## src/rtl/gdb_pkg.sv

```systemverilog
`timescale 1ns / 1ps
// ----------------------------------------------------------------------------
// gdb_pkg
// Shared constants, request codes and helpers for the graph traversal engine.
// ----------------------------------------------------------------------------
package gdb_pkg;

	// default node count bound
	localparam int NODES_DEF = 256;

	// request function codes
	localparam logic [1:0] F_CLEAR = 2'd0;
	localparam logic [1:0] F_ADD   = 2'd1;
	localparam logic [1:0] F_START = 2'd2;
	localparam logic [1:0] F_FETCH = 2'd3;

	// register index, taken from paddr bit 2
	localparam logic REG_MODE  = 1'b0;
	localparam logic REG_START = 1'b1;

	// configuration handed from the register block to the engine
	typedef struct packed {
		logic       mode;
		logic [7:0] start;
	} gdb_cfg_t;

	// position of the lowest set bit of a word, zero when empty
	function automatic logic [5:0] low_bit(input logic [63:0] v);
		logic [5:0] r;
		r = 6'd0;
		for (int i = 63; i >= 0; i--) begin
			if (v[i]) r = 6'(i);
		end
		return r;
	endfunction

endpackage

```

## src/rtl/gdb_apb_regs.sv

```systemverilog
`timescale 1ns / 1ps
// ----------------------------------------------------------------------------
// gdb_apb_regs
// APB register block holding the traversal mode and the start node.
// ----------------------------------------------------------------------------
module gdb_apb_regs
	import gdb_pkg::*;
(
	input  logic        clk,
	input  logic        arst_n,
	input  logic        psel,
	input  logic        penable,
	input  logic        pwrite,
	input  logic [2:0]  paddr,
	input  logic [31:0] pwdata,
	output logic [31:0] prdata,
	output logic        pready,
	output gdb_cfg_t    cfg
);

	logic       mode_q;
	logic [7:0] start_q;
	logic       wr;

	assign pready = 1'b1;
	assign wr     = psel && penable && pwrite;

	// register writes in the access phase
	always_ff @(posedge clk or negedge arst_n) begin
		if (!arst_n) begin
			mode_q  <= 1'b0;
			start_q <= 8'd1;
		end else if (wr) begin
			if (paddr[2] == REG_MODE) mode_q <= pwdata[0];
			if (paddr[2] == REG_START) start_q <= pwdata[7:0];
		end
	end

	// read back
	assign prdata = (paddr[2] == REG_START) ? {24'd0, start_q} : {31'd0, mode_q};

	assign cfg.mode  = mode_q;
	assign cfg.start = start_q;

endmodule

```

## config.mk

```make
export PLATFORM = sky130hd
export DESIGN_NAME = gdb_apb_regs
export DESIGN_NICKNAME = d
export VERILOG_FILES = /design/src/rtl/gdb_pkg.sv /design/src/rtl/gdb_apb_regs.sv
export SDC_FILE = /design/constraint.sdc
export NUM_CORES = 1
export LEC_CHECK = 0
export ABC_AREA = 1
export CORE_AREA = 2 2 39 41
export DETAILED_ROUTE_END_ITERATION = 8
export DIE_AREA = 0 0 41 43
export DONT_BUFFER_PORTS = 1
export PLACE_DENSITY = 0.68
export SLEW_MARGIN = 15
export SYNTH_ARGS = -nofsm -noshare
export SYNTH_HDL_FRONTEND = slang
export SYNTH_SLANG_ARGS = --single-unit
```

## constraint.sdc

```tcl
create_clock -name clk -period 1.61 [get_ports clk]
set_input_delay 0 -clock clk [delete_from_list [all_inputs] [get_ports clk]]
set_output_delay 0 -clock clk [all_outputs]
set_load 0.05 [all_outputs]
```

==> impl_metrics.sql <==
INSERT INTO impl_metrics (metric_group, metric, value, unit) VALUES
('detailed_routing', 'detailedRoute.firstIterationViolations', '7', ''),
('critical_path', 'timing.critical_path.mode_cell', 'sky130_fd_sc_hd__nand2_1', ''),
('place', 'hpwl', '815', 'µm'),
('floorplanning', 'fp.dieW', '41', 'µm'),
('grt', 'maximum_number_of_pins_on_one_net_before_global_route_repair', '19', ''),
('cts', 'ctsHtreeMaxLevel', '1', ''),
('logic_synthesis', 'asyncSetResetFlopFracSynth', '100', '%'),
('cts', 'cts-buffers-inserted', '3', ''),
('cts', 'postCtsResizedCells', '0', ''),
('sta', 'final-hold-violation-count', '0', ''),
('cts', 'clock_path_buffers', '2', ''),
('logic_synthesis', 'main_combinational_cell_family_by_area_after_synthesis', 'buffers and inverters', ''),
('hold_path', 'whs_endpoint', 'start_q[7]$_DFFE_PN0P_', ''),
('place', 'place_congestion', '0.672', ''),
('critical_path', 'worst_path_max_delay_cell', 'sky130_fd_sc_hd__dfstp_2', ''),
('sta', 'hold_ws', '0.0317', 'ns'),
('critical_path', 'setup.worst_path.class', 'register to primary output', ''),
('critical_path', 'worst_r2r_end', 'start_q[3]$_DFFE_PN0P_', ''),
('finish', 'fin_nets', '155', ''),
('cts', 'clock_sinks', '9', ''),
('power', 'pwr_cell_area', '1190', 'nW/µm²'),
('detailed_routing', 'drcViolationCount', '0', ''),
('logic_synthesis', 'muxShareOfSynthArea', '0', '%'),
('cts', 'cts_post_setup_buffers_inserted', '0', ''),
('sta', 'period_share', '87.0', '%'),
('floorplanning', 'i_o_pins', '82', ''),
('critical_path', 'setup.worst_path.start_class', 'register', ''),
('run_status', 'status', 'completed', ''),
('critical_path', 'end_kind', 'primary output', ''),
('grt', 'first_global_vias', '567', ''),
('sta', 'fin_tns_setup', '0', 'ns'),
('logic_synthesis', 'post_synth_simple_gate_area', '27.9', '%'),
('floorplanning', 'dieArea', '1760', 'µm²'),
('logic_synthesis', 'synthesis.yosys.warnings', '0', ''),
('logic_synthesis', 'synth_common_cells', '29 x sky130_fd_sc_hd__nand2_1, 27 x sky130_fd_sc_hd__buf_4, 9 x sky130_fd_sc_hd__nand3_1', ''),
('grt', 'grt.total_usage', '20.4', '%'),
('detailed_routing', 'number_of_detailed_route_iterations_in_the_first_pass', '4', ''),
('logic_synthesis', 'synth_top_cell_area_share', '30.7', '%'),
('grt', 'grt.overflow.total', '0', ''),
('logic_synthesis', 'ys_ff_latch', '9', ''),
('critical_path', 'flop_to_flop_setup_slack', '0.67', 'ns'),
('floorplanning', 'core', '1380', 'µm²'),
('logic_synthesis', 'syn-mean-instance-area', '7.41', 'µm²'),
('place', 'place.port_buffers', '0', ''),
('logic_synthesis', 'synth_area_leaders', 'sky130_fd_sc_hd__buf_4 31%, sky130_fd_sc_hd__dfrtp_1 30%, sky130_fd_sc_hd__nand2_1 17%, sky130_fd_sc_hd__nand3_1 6.8%, sky130_fd_sc_hd__inv_1 4.6%', ''),
('finish', 'finalInstanceArea', '832', 'µm²'),
('detailed_routing', 'ant_nets', '0', ''),
('finish', 'antenna_diodes', '0', ''),
('hold_path', 'hp-class', 'primary input to register', ''),
('critical_path', 'crit_chain', 'nand2_1, nand2_1', ''),
('logic_synthesis', 'synth-xor-area-share', '0', '%'),
('detailed_routing', 'detail_route.vias_per_cell', '4.34', ''),
('place', 'placement.cell_area', '596', 'µm²'),
('logic_synthesis', 'synth_compound_area_share', '0', '%'),
('critical_path', 'arrival', '1.40', 'ns'),
('logic_synthesis', 'synth_adder_area_share', '0', '%'),
('floorplanning', 'initial_core_util', '47.6', '%'),
('cts', 'tritoncts', 'built', ''),
('power', 'ir_drop', '0.632', 'mV'),
('sta', 'final_period_minus_worst_setup_slack', '1.40', 'ns'),
('sta', 'finalSetupViolCount', '0', ''),
('critical_path', 'worst_r2r_startpoint', 'start_q[3]$_DFFE_PN0P_', ''),
('place', 'dpl_worst_slack', '0.481', 'ns'),
('sta', 'clock-skew-final', '0', 'ns'),
('cts', 'cts_hold_buffers', '21', ''),
('sta', 'timing.final.max_slew_violations', '0', ''),
('logic_synthesis', 'syn-instance-count', '89', ''),
('sta', 'max_clock_freq', '714', 'MHz'),
('detailed_routing', 'wl_per_cell', '11.3', 'µm'),
('cts', 'clkSlewWorstSetupHoldPaths', '0.06', 'ns'),
('cts', 'cts-root-buf', 'sky130_fd_sc_hd__clkbuf_4', '');
registers in the layout, summed over array words and instances, names as in the netlist:
signal and cells:
mode_q 1, start_q 8
power breakdown:
part           switching (mW)  internal [mW]  leakage [nW]  total [mW]
combinational           0.366         0.0807         0.343       0.447
clock                  0.0780         0.0955        0.0150       0.173
sequential             0.0999          0.272         0.111       0.372
worst max path at each step:
stage | from | to | slack, ns
after floorplan | start_q[0]$_DFFE_PN1P_ | prdata[0] | 0.50
after global placement | start_q[0]$_DFFE_PN1P_ | prdata[0] | 0.48
after detailed placement | start_q[0]$_DFFE_PN1P_ | prdata[0] | 0.48
after CTS | start_q[0]$_DFFE_PN1P_ | prdata[0] | 0.20
after global routing | start_q[0]$_DFFE_PN1P_ | prdata[0] | 0.14
final | start_q[0]$_DFFE_PN1P_ | prdata[0] | 0.21
cell families (layout without fill, tap and decap cells):
logic type / after synthesis / after routing
buf+inv: 37 / 39
flops: 9 / 9
simple gates: 41 / 41
other cells: 2 / 25
final cells by class:
| type | count | area, µm² |
|---|---|---|
| Fill cell | 136 | 552 |
| Multi-Input combinational cell | 66 | 278 |
| Timing Repair Buffer | 26 | 248 |
| Sequential cell | 9 | 226 |
| Inverter | 9 | 33.8 |
| Clock buffer | 4 | 26.3 |
| Tap cell | 16 | 20.0 |
placed cells by master, fill, tap and decap left out:
cell	synthesis	routed
sky130_fd_sc_hd__dfstp_2	1	1
sky130_fd_sc_hd__clkbuf_1	0	1
sky130_fd_sc_hd__nand4_2	1	1
sky130_fd_sc_hd__buf_4	27	5
sky130_fd_sc_hd__clkbuf_4	0	3
sky130_fd_sc_hd__conb_1	2	25
sky130_fd_sc_hd__nor2_4	1	1
sky130_fd_sc_hd__nand2_1	29	29
sky130_fd_sc_hd__nand4_1	1	1
sky130_fd_sc_hd__dfrtp_1	8	8
sky130_fd_sc_hd__inv_1	8	8
sky130_fd_sc_hd__nand3_1	9	9
sky130_fd_sc_hd__inv_2	1	1
sky130_fd_sc_hd__dlygate4sd3_1	0	21
critical path: cells and delay by family, from the launching register on:
| kind | cells | cell delay, ns |
|---|---|---|
| DFF | 1 | 0.70 |
| and+or+nand+nor | 2 | 0.45 |
stage by stage:
step	util, %	instances
detailed placement	43.0	105
floorplan	-	112
global route	60.1	130
global placement	43.0	105
finish	60.1	130
CTS	60.1	130
routing by layer:
layer / vias to the layer above / routed length [µm] / global-route usage (%)
met5: - / 0 / 0
met1: 258 / 526 / 22.8
li1: 268 / - / -
met3: 0 / 113 / 3.14
met2: 38 / 829 / 35.9
met4: 0 / 0 / 8.00
Note: power is estimated with default switching activity, not from simulation.
