## config.mk

```make
export PLATFORM = sky130hd
export DESIGN_NAME = gdb_ram
export DESIGN_NICKNAME = d
export VERILOG_FILES = /design/src/rtl/gdb_ram.sv
export SDC_FILE = /design/constraint.sdc
export NUM_CORES = 1
export LEC_CHECK = 0
export BUFFER_PORTS_ARGS = -buffer_cell sky130_fd_sc_hd__buf_2
export CAP_MARGIN = 20
export CORE_AREA = 2 2 120 209
export CTS_BUF_LIST = sky130_fd_sc_hd__clkbuf_16
export DETAILED_ROUTE_END_ITERATION = 8
export DIE_AREA = 0 0 122 211
export GPL_ROUTABILITY_DRIVEN = 0
export HOLD_SLACK_MARGIN = 0.05
export PLACE_DENSITY = 0.66
export SLEW_MARGIN = 10
export SYNTH_ARGS = -nofsm -noshare
export SYNTH_HDL_FRONTEND = slang
export SYNTH_SLANG_ARGS = --single-unit
```

## constraint.sdc

```tcl
create_clock -name clk -period 9.7 [get_ports clk]
set_clock_uncertainty 0.2 [all_clocks]
set_input_delay 0.97 -clock clk [delete_from_list [all_inputs] [get_ports clk]]
set_output_delay 0.97 -clock clk [all_outputs]
set_load 0.1 [all_outputs]
```

## src/rtl/gdb_ram.sv

```systemverilog
`timescale 1ns / 1ps
// ----------------------------------------------------------------------------
// gdb_ram
// Simple dual-port synchronous RAM, one write and one registered read port.
// ----------------------------------------------------------------------------
module gdb_ram #(
	parameter int W  = 64,
	parameter int D  = 4,
	parameter int AW = (D > 1) ? $clog2(D) : 1
) (
	input  logic          clk,
	input  logic          we,
	input  logic [AW-1:0] waddr,
	input  logic [W-1:0]  wdata,
	input  logic [AW-1:0] raddr,
	output logic [W-1:0]  rdata
);

	logic [W-1:0] mem [D];

	// write port
	always_ff @(posedge clk) begin
		if (we) mem[waddr] <= wdata;
	end

	// registered read port
	always_ff @(posedge clk) begin
		rdata <= mem[raddr];
	end

endmodule

```

==> results of run 1 <==
layout make-up:
cell class,instances,share of cell area
sequential,320,0.7154
multi-input combinational,68,0.1201
clock buffer,27,0.05390
tap,308,0.03074
timing repair buffer,137,0.05789
antenna,1,0.0001996
clock inverter,21,0.02176
power groups by stage:
stage	Clock (mW)	Sequential (mW)	Combinational [mW]
global placement	0	1.61	0.322
finish	1.14	1.59	0.325
CTS	1.17	1.59	0.330
floorplan	0	1.80	0.0701
global route	1.21	1.59	0.338
detailed placement	0	1.62	0.329
flip-flops by register name (all words and copies together), names as in the netlist:
signal  cells
mem       256
rdata      64
critical path, cell delays in order:
cell and delay, ps:
buf_4 450, buf_4 700, mux4_1 640
how the worst max path moves through the flow:
stage	startpoint	slack [ps]	to
final	raddr[0]	7110	rdata[2]$_DFF_P_
after floorplan	waddr[1]	3250	mem[0][0]$_DFFE_PP_
after global placement	raddr[0]	6500	rdata[63]$_DFF_P_
after CTS	raddr[0]	7010	rdata[2]$_DFF_P_
after detailed placement	raddr[0]	6440	rdata[2]$_DFF_P_
after global routing	raddr[0]	6890	rdata[63]$_DFF_P_
cell families after synthesis:
| kind of cell | count (synthesis) | share of synthesized area |
|---|---|---|
| buf+inv | 14 | 0.01567 |
| flops | 320 | 0.8443 |
| simple gates | 4 | 0.002946 |
| mux | 64 | 0.1371 |
layout by cell type, fill, tap and decap left out, drive strengths merged:
cell	n
buf	137
bufinv	7
nor3b	1
edfxtp	256
clkinv	9
clkinvlp	1
clkbuf	27
dfxtp	64
inv	4
and3b	2
mux4	64
and3	1
diode	1
Yosys cell counts:
library cell  instances
edfxtp_1            256
dfxtp_1              64
mux4_2               60
buf_12                6
buf_2                 6
mux4_1                4
and3b_1               2
and3_1                1
buf_6                 1
clkbuf_2              1
nor3b_1               1
per-stage QoR:
step	instance area [sq um]	power, mW	cells	setup slack, ps	hold WS [ps]
after floorplan	10620	1.875	402	3249	315.7
after global placement	11540	1.936	831	6498	317.9
after detailed placement	11580	1.948	833	6444	333.7
after CTS	12530	3.085	881	7013	346.9
after global routing	12530	3.146	881	6894	358.6
final	12540	3.048	882	7110	338.9
routing by layer:
metal  up-vias  track usage
li1       1980            -
met3        25      0.03105
met5         -            0
met4         6      0.04637
met2        92       0.2635
met1      2285       0.1658
==> impl_metrics.yaml, run 1 <==
global_route:
  antenna_found_initial: 4
  grt_max_degree: 65
  overflow: 0
  grt_pass1_vias: 4860
  grtUsageTotal: 0.1439
  grt_pass1_wl_um: 27500
detailed_routing:
  drtPass1Iterations: 4
  wl_met2_um: 9899
  remaining_drc_errors: 0
  vias: 4388
  detail-route-antenna-nets: 0
  routed.top_layer: "met5"
  drt_iter0_drc: 292
  wirelength_um: 17900
  wl_per_cell_um: 20.29
  met1_length_um: 6758
  route.met3.wl_um: 892
  post_drt_via_cell_ratio: 4.975
logic_synthesis:
  yosysTopAreaCell: "edfxtp_1"
  ys_seq_elements: 320
  synth_warnings: 0
  synth_area_per_cell_sq_um: 26.42
  syn_inst: 402
  synth.area.top_cells: "edfxtp_1 72%, mux4_2 13%, dfxtp_1 12%"
  ys_types: 11
  syn-cell-area_sq_mm: 0.01062
  synth_nets: 472
  synth_seq_area_share: 0.8443
  netlist.area_leader.share: 0.7237
worst_hold_path:
  hold_path_end: "rdata[1]$_DFF_P_"
  holdCritStartpoint: "mem[0][1]$_DFFE_PP_"
  hold_path_depth: 1
  min_path_type: "register to register"
power:
  power.leakage_nw: 4.362
  combinationalPowerShare: 0.107
  p_int_mw: 2.324
  p_clk_frac: 0.373
  p_sw_frac: 0.2375
  power.switching_mw: 0.7239
  pwr-share-seq: 0.521
  ir_drop_v: 0.0001149
  power.density_mw_per_mm2: 243.1
final_layout:
  final_util: 0.5239
  fill_cells: 1858
  multiInputGateArea_sq_mm: 0.001505
  fin_nets: 623
  syn2layout_area_growth_pct: 18.01
  drive_gt1_frac: 0.4206
  seqCellArea_sq_mm: 0.008969
sta:
  min_period_ps: 2590
  setup_viol: 0
  hold_violations: 0
  relSlewSlack: 0.3294
  worstMarginPinSlew_ps: 1006
  rsz0062_at_grt: "false"
  slew_violations: 0
  fmax_ghz: 0.3860
  finalSetupTns_ps: 0
  fin_crit_sh: 0.2671
floorplan:
  core_sq_mm: 0.02393
  die_h_um: 211
  initial_core_util: 0.4439
  dieArea_sq_mm: 0.02574
  rows: 75
  boundaryPins: 134
  die_w_um: 122
critical_path:
  end_kind: "register"
  path_max_fanout: 37
  r2r_slack_ps: 8490
  arrival_ps: 2800
  criticalPathCategory: "input pin to register"
  reg2reg_depth: 1
  crit_required_ps: 9910
  r2r-end: "rdata[2]$_DFF_P_"
  r2r_start: "mem[1][2]$_DFFE_PP_"
  critPathLaunchType: "input pin"
place:
  hpwl_um: 10480
  io_buffers: 133
clock_network:
  cts_resized: 0
  postCtsSetupRepairBufs: 0
  tritoncts: "yes"
  cts_buffers: 26
  cts-root-buf: "clkbuf_16"
  clk_pin_slew_ps: 70
  clk_path_buf_depth: 3
  cts_sinks: 320
  htree_levels: 1
  clk_latency_ps: 530
  cts_hold_buf: 0
run_status:
  status: "finished, final reports clean"
flow_run:
  maxCapViolCount: 0
Power figures use the tool's default switching activity.
==> run 2: changes to the inputs <==
--- a/config.mk
+++ b/config.mk
@@ -5,12 +5,13 @@
 export SDC_FILE = /design/constraint.sdc
 export NUM_CORES = 1
 export LEC_CHECK = 0
+export ABC_AREA = 1
 export BUFFER_PORTS_ARGS = -buffer_cell sky130_fd_sc_hd__buf_2
 export CAP_MARGIN = 20
-export CORE_AREA = 2 2 120 209
+export CORE_AREA = 2 2 127 222
 export CTS_BUF_LIST = sky130_fd_sc_hd__clkbuf_16
 export DETAILED_ROUTE_END_ITERATION = 8
-export DIE_AREA = 0 0 122 211
+export DIE_AREA = 0 0 129 224
 export GPL_ROUTABILITY_DRIVEN = 0
 export HOLD_SLACK_MARGIN = 0.05
 export PLACE_DENSITY = 0.66
==> constraint.sdc (replaced) <==
create_clock -name clk -period 2.4 [get_ports clk]
set_clock_uncertainty 0.2 [all_clocks]
set_input_delay 0.24 -clock clk [delete_from_list [all_inputs] [get_ports clk]]
set_output_delay 0.24 -clock clk [all_outputs]
set_load 0.1 [all_outputs]
==> impl_metrics.yaml, run 2 <==
detailed_routing:
  remaining_drc_errors: 0
  drtPass1Iterations: 5
  wirelength_um: 22900
  drt_iter0_drc: 434
  vias: 7428
  detail-route-antenna-nets: 0
  post_drt_via_cell_ratio: 4.440
  wl_per_cell_um: 13.69
sta:
  fmax_ghz: 0.5456
  rsz0062_at_grt: "false"
  setup_viol: 0
  finalSetupTns_ps: 0
  worstMarginPinSlew_ps: 851.6
  relSlewSlack: 0.4322
  fin_crit_sh: 0.7636
  timing.hold.ws_ps: 166.2
  hold_violations: 0
  min_period_ps: 1833
  slew_violations: 0
floorplan:
  boundaryPins: 134
  die_h_um: 224
  rows: 80
  die_w_um: 129
  dieArea_sq_mm: 0.02890
  initial_core_util: 0.4440
  core_sq_mm: 0.02713
critical_path:
  critPathLaunchType: "input pin"
  crit_path_start: "waddr[1]"
  path_max_fanout: 4
  criticalPathCategory: "input pin to register"
  end_kind: "register"
  reg2reg_depth: 4
  r2r_slack_ps: 1420
  cp_num_buf_inv: 4
  crit_family: "buffers and inverters"
  crit_path_frequent_cell: "dlygate4sd3_1"
  cp_num_cells: 5
  crit_required_ps: 2460
  arrival_ps: 1900
  r2r_start: "mem[3][19]$_DFFE_PP_"
  critPathSlowestCell: "dlygate4sd3_1"
  worstSetupEndpoint: "mem[2][13]$_DFFE_PP_"
  cp_slowest_stage_delay_ps: 590
  cp_cell_sequence: "dlygate4sd3_1, buf_2, inv_1, nor3_4, dlygate4sd3_1"
  r2r-end: "rdata[19]$_DFF_P_"
logic_synthesis:
  ys_types: 11
  synth_warnings: 0
  netlist.area_leader.share: 0.6383
  synth_xor_area_frac: 0
  async_flop_share: 0
  synthMuxAreaShare: 0
  synthMostInstantiatedCell: "nand2_1"
  synth_area_per_cell_sq_um: 11.21
  synth-adder-area-share: 0
  synth_compound_area_frac: 0
  yosysTopAreaCell: "edfxtp_1"
  synth_nets: 1144
  syn_inst: 1074
  synth_seq_area_share: 0.7447
  synth_edf_count: 256
  synth_ff_type: "edfxtp_1"
  synth_top_family_by_area: "simple AND/OR/NAND/NOR gates"
  yosys.area_share.simple: 0.1546
  synth_common_cells: "320 x nand2_1, 259 x inv_1, 256 x edfxtp_1, 128 x nand3_1, 64 x dfxtp_1"
  synth.area.top_cells: "edfxtp_1 64%, dfxtp_1 11%, nand2_1 10%"
  ys_seq_elements: 320
  syn-cell-area_sq_mm: 0.01204
global_route:
  overflow: 0
  grtUsageTotal: 0.1614
  antenna_found_initial: 1
  met3_usage: 0.02556
  grt_busiest_layer: "met2"
  grt_pass1_wl_um: 36140
  use_met1: 0.1777
  grt_max_degree: 129
  grt_pass1_vias: 7278
  grtUsageMet2: 0.3024
final_layout:
  largest_reg_flops: 256
  largestRegisters: "mem (256), rdata (64)"
  fin_area_sq_mm: 0.01480
  fin_nets: 1351
  syn2layout_area_growth_pct: 22.87
  layout_common_cells: "320 x nand2_1, 269 x inv_1, 256 x edfxtp_1, 132 x buf_2, 128 x nand3_1"
  top_register: "mem"
  layout_commonest_cell: "nand2_1"
  drive_gt1_frac: 0.1452
  fill_cells: 2224
clock_network:
  cts_resized: 0
  clk_path_buf_depth: 3
  tritoncts: "yes"
  postCtsSetupRepairBufs: 0
  cts-root-buf: "clkbuf_16"
  cts_hold_buf: 69
  htree_levels: 1
  clk_latency_ps: 540
  clk_pin_slew_ps: 70
  cts_buffers: 28
  cts_sinks: 320
power:
  ir_drop_v: 0.0006128
  power.leakage_nw: 6.785
  power.density_mw_per_mm2: 826.1
flow_run:
  maxCapViolCount: 0
place:
  io_buffers: 133
  hpwl_um: 13550
  place_area_sq_mm: 0.01323
run_status:
  status: "finished, final reports clean"
worst_hold_path:
  min_path_type: "input pin to register"
[run 2: final cells by class]
type	instances	area [sq um]	share of cell area
sequential	320	8969	0.6061
multi-input combinational	452	1907	0.1289
timing repair buffer	218	1604	0.1084
inverter	261	982.2	0.06638
clock buffer	29	725.7	0.04904
tap	369	461.7	0.03120
clock inverter	22	142.6	0.009640
antenna	2	5.005	0.0003382
[run 2: power breakdown]
part / switching, mW / internal, mW / total (mW) / leakage [nW]
logic: 1.23 / 0.347 / 1.58 / 3.43
clock network: 1.85 / 2.39 / 4.24 / 0.462
registers: 0.0841 / 6.32 / 6.41 / 2.89
[run 2: worst min-delay path by stage]
| stage | start | end | slack, ps | depth (start not counted) |
|---|---|---|---|---|
| after floorplan | wdata[0] | mem[0][0]$_DFFE_PP_ | 140 | 0 |
| after global placement | wdata[38] | mem[0][38]$_DFFE_PP_ | 250 | 1 |
| after detailed placement | wdata[29] | mem[1][29]$_DFFE_PP_ | 260 | 1 |
| after CTS | we | mem[1][13]$_DFFE_PP_ | 150 | 3 |
| after global routing | we | mem[1][13]$_DFFE_PP_ | 190 | 3 |
| final | we | mem[1][13]$_DFFE_PP_ | 170 | 3 |
[run 2: through the flow]
step / power [mW] / instances / worst slack, ps / util
final: 12.22 / 1673 / 567.3 / 0.5455
after global routing: 12.66 / 1672 / 512.4 / 0.5454
after CTS: 12.36 / 1671 / 547.4 / 0.5453
after detailed placement: 8.033 / 1551 / 615.9 / 0.4878
after global placement: 8.008 / 1551 / 627.1 / 0.4878
after floorplan: 7.664 / 1074 / -146.6 / -
[run 2: worst register-to-register path, stage by stage (launching register included)]
cell	delay (ps)
edfxtp_1	350
inv_1	60
nand2_1	50
nand3_1	100
nand2_1	100
[run 2: metal layers]
metal	wire [um]	up-vias
li1	-	3760
met1	8794	3464
met2	12420	166
met3	1002	38
met4	683	0
met5	0	-
[run 2: kinds of logic after synthesis]
| kind of cell | count (synthesis) |
|---|---|
| buffers and inverters | 302 |
| DFF | 320 |
| and+or+nand+nor | 452 |
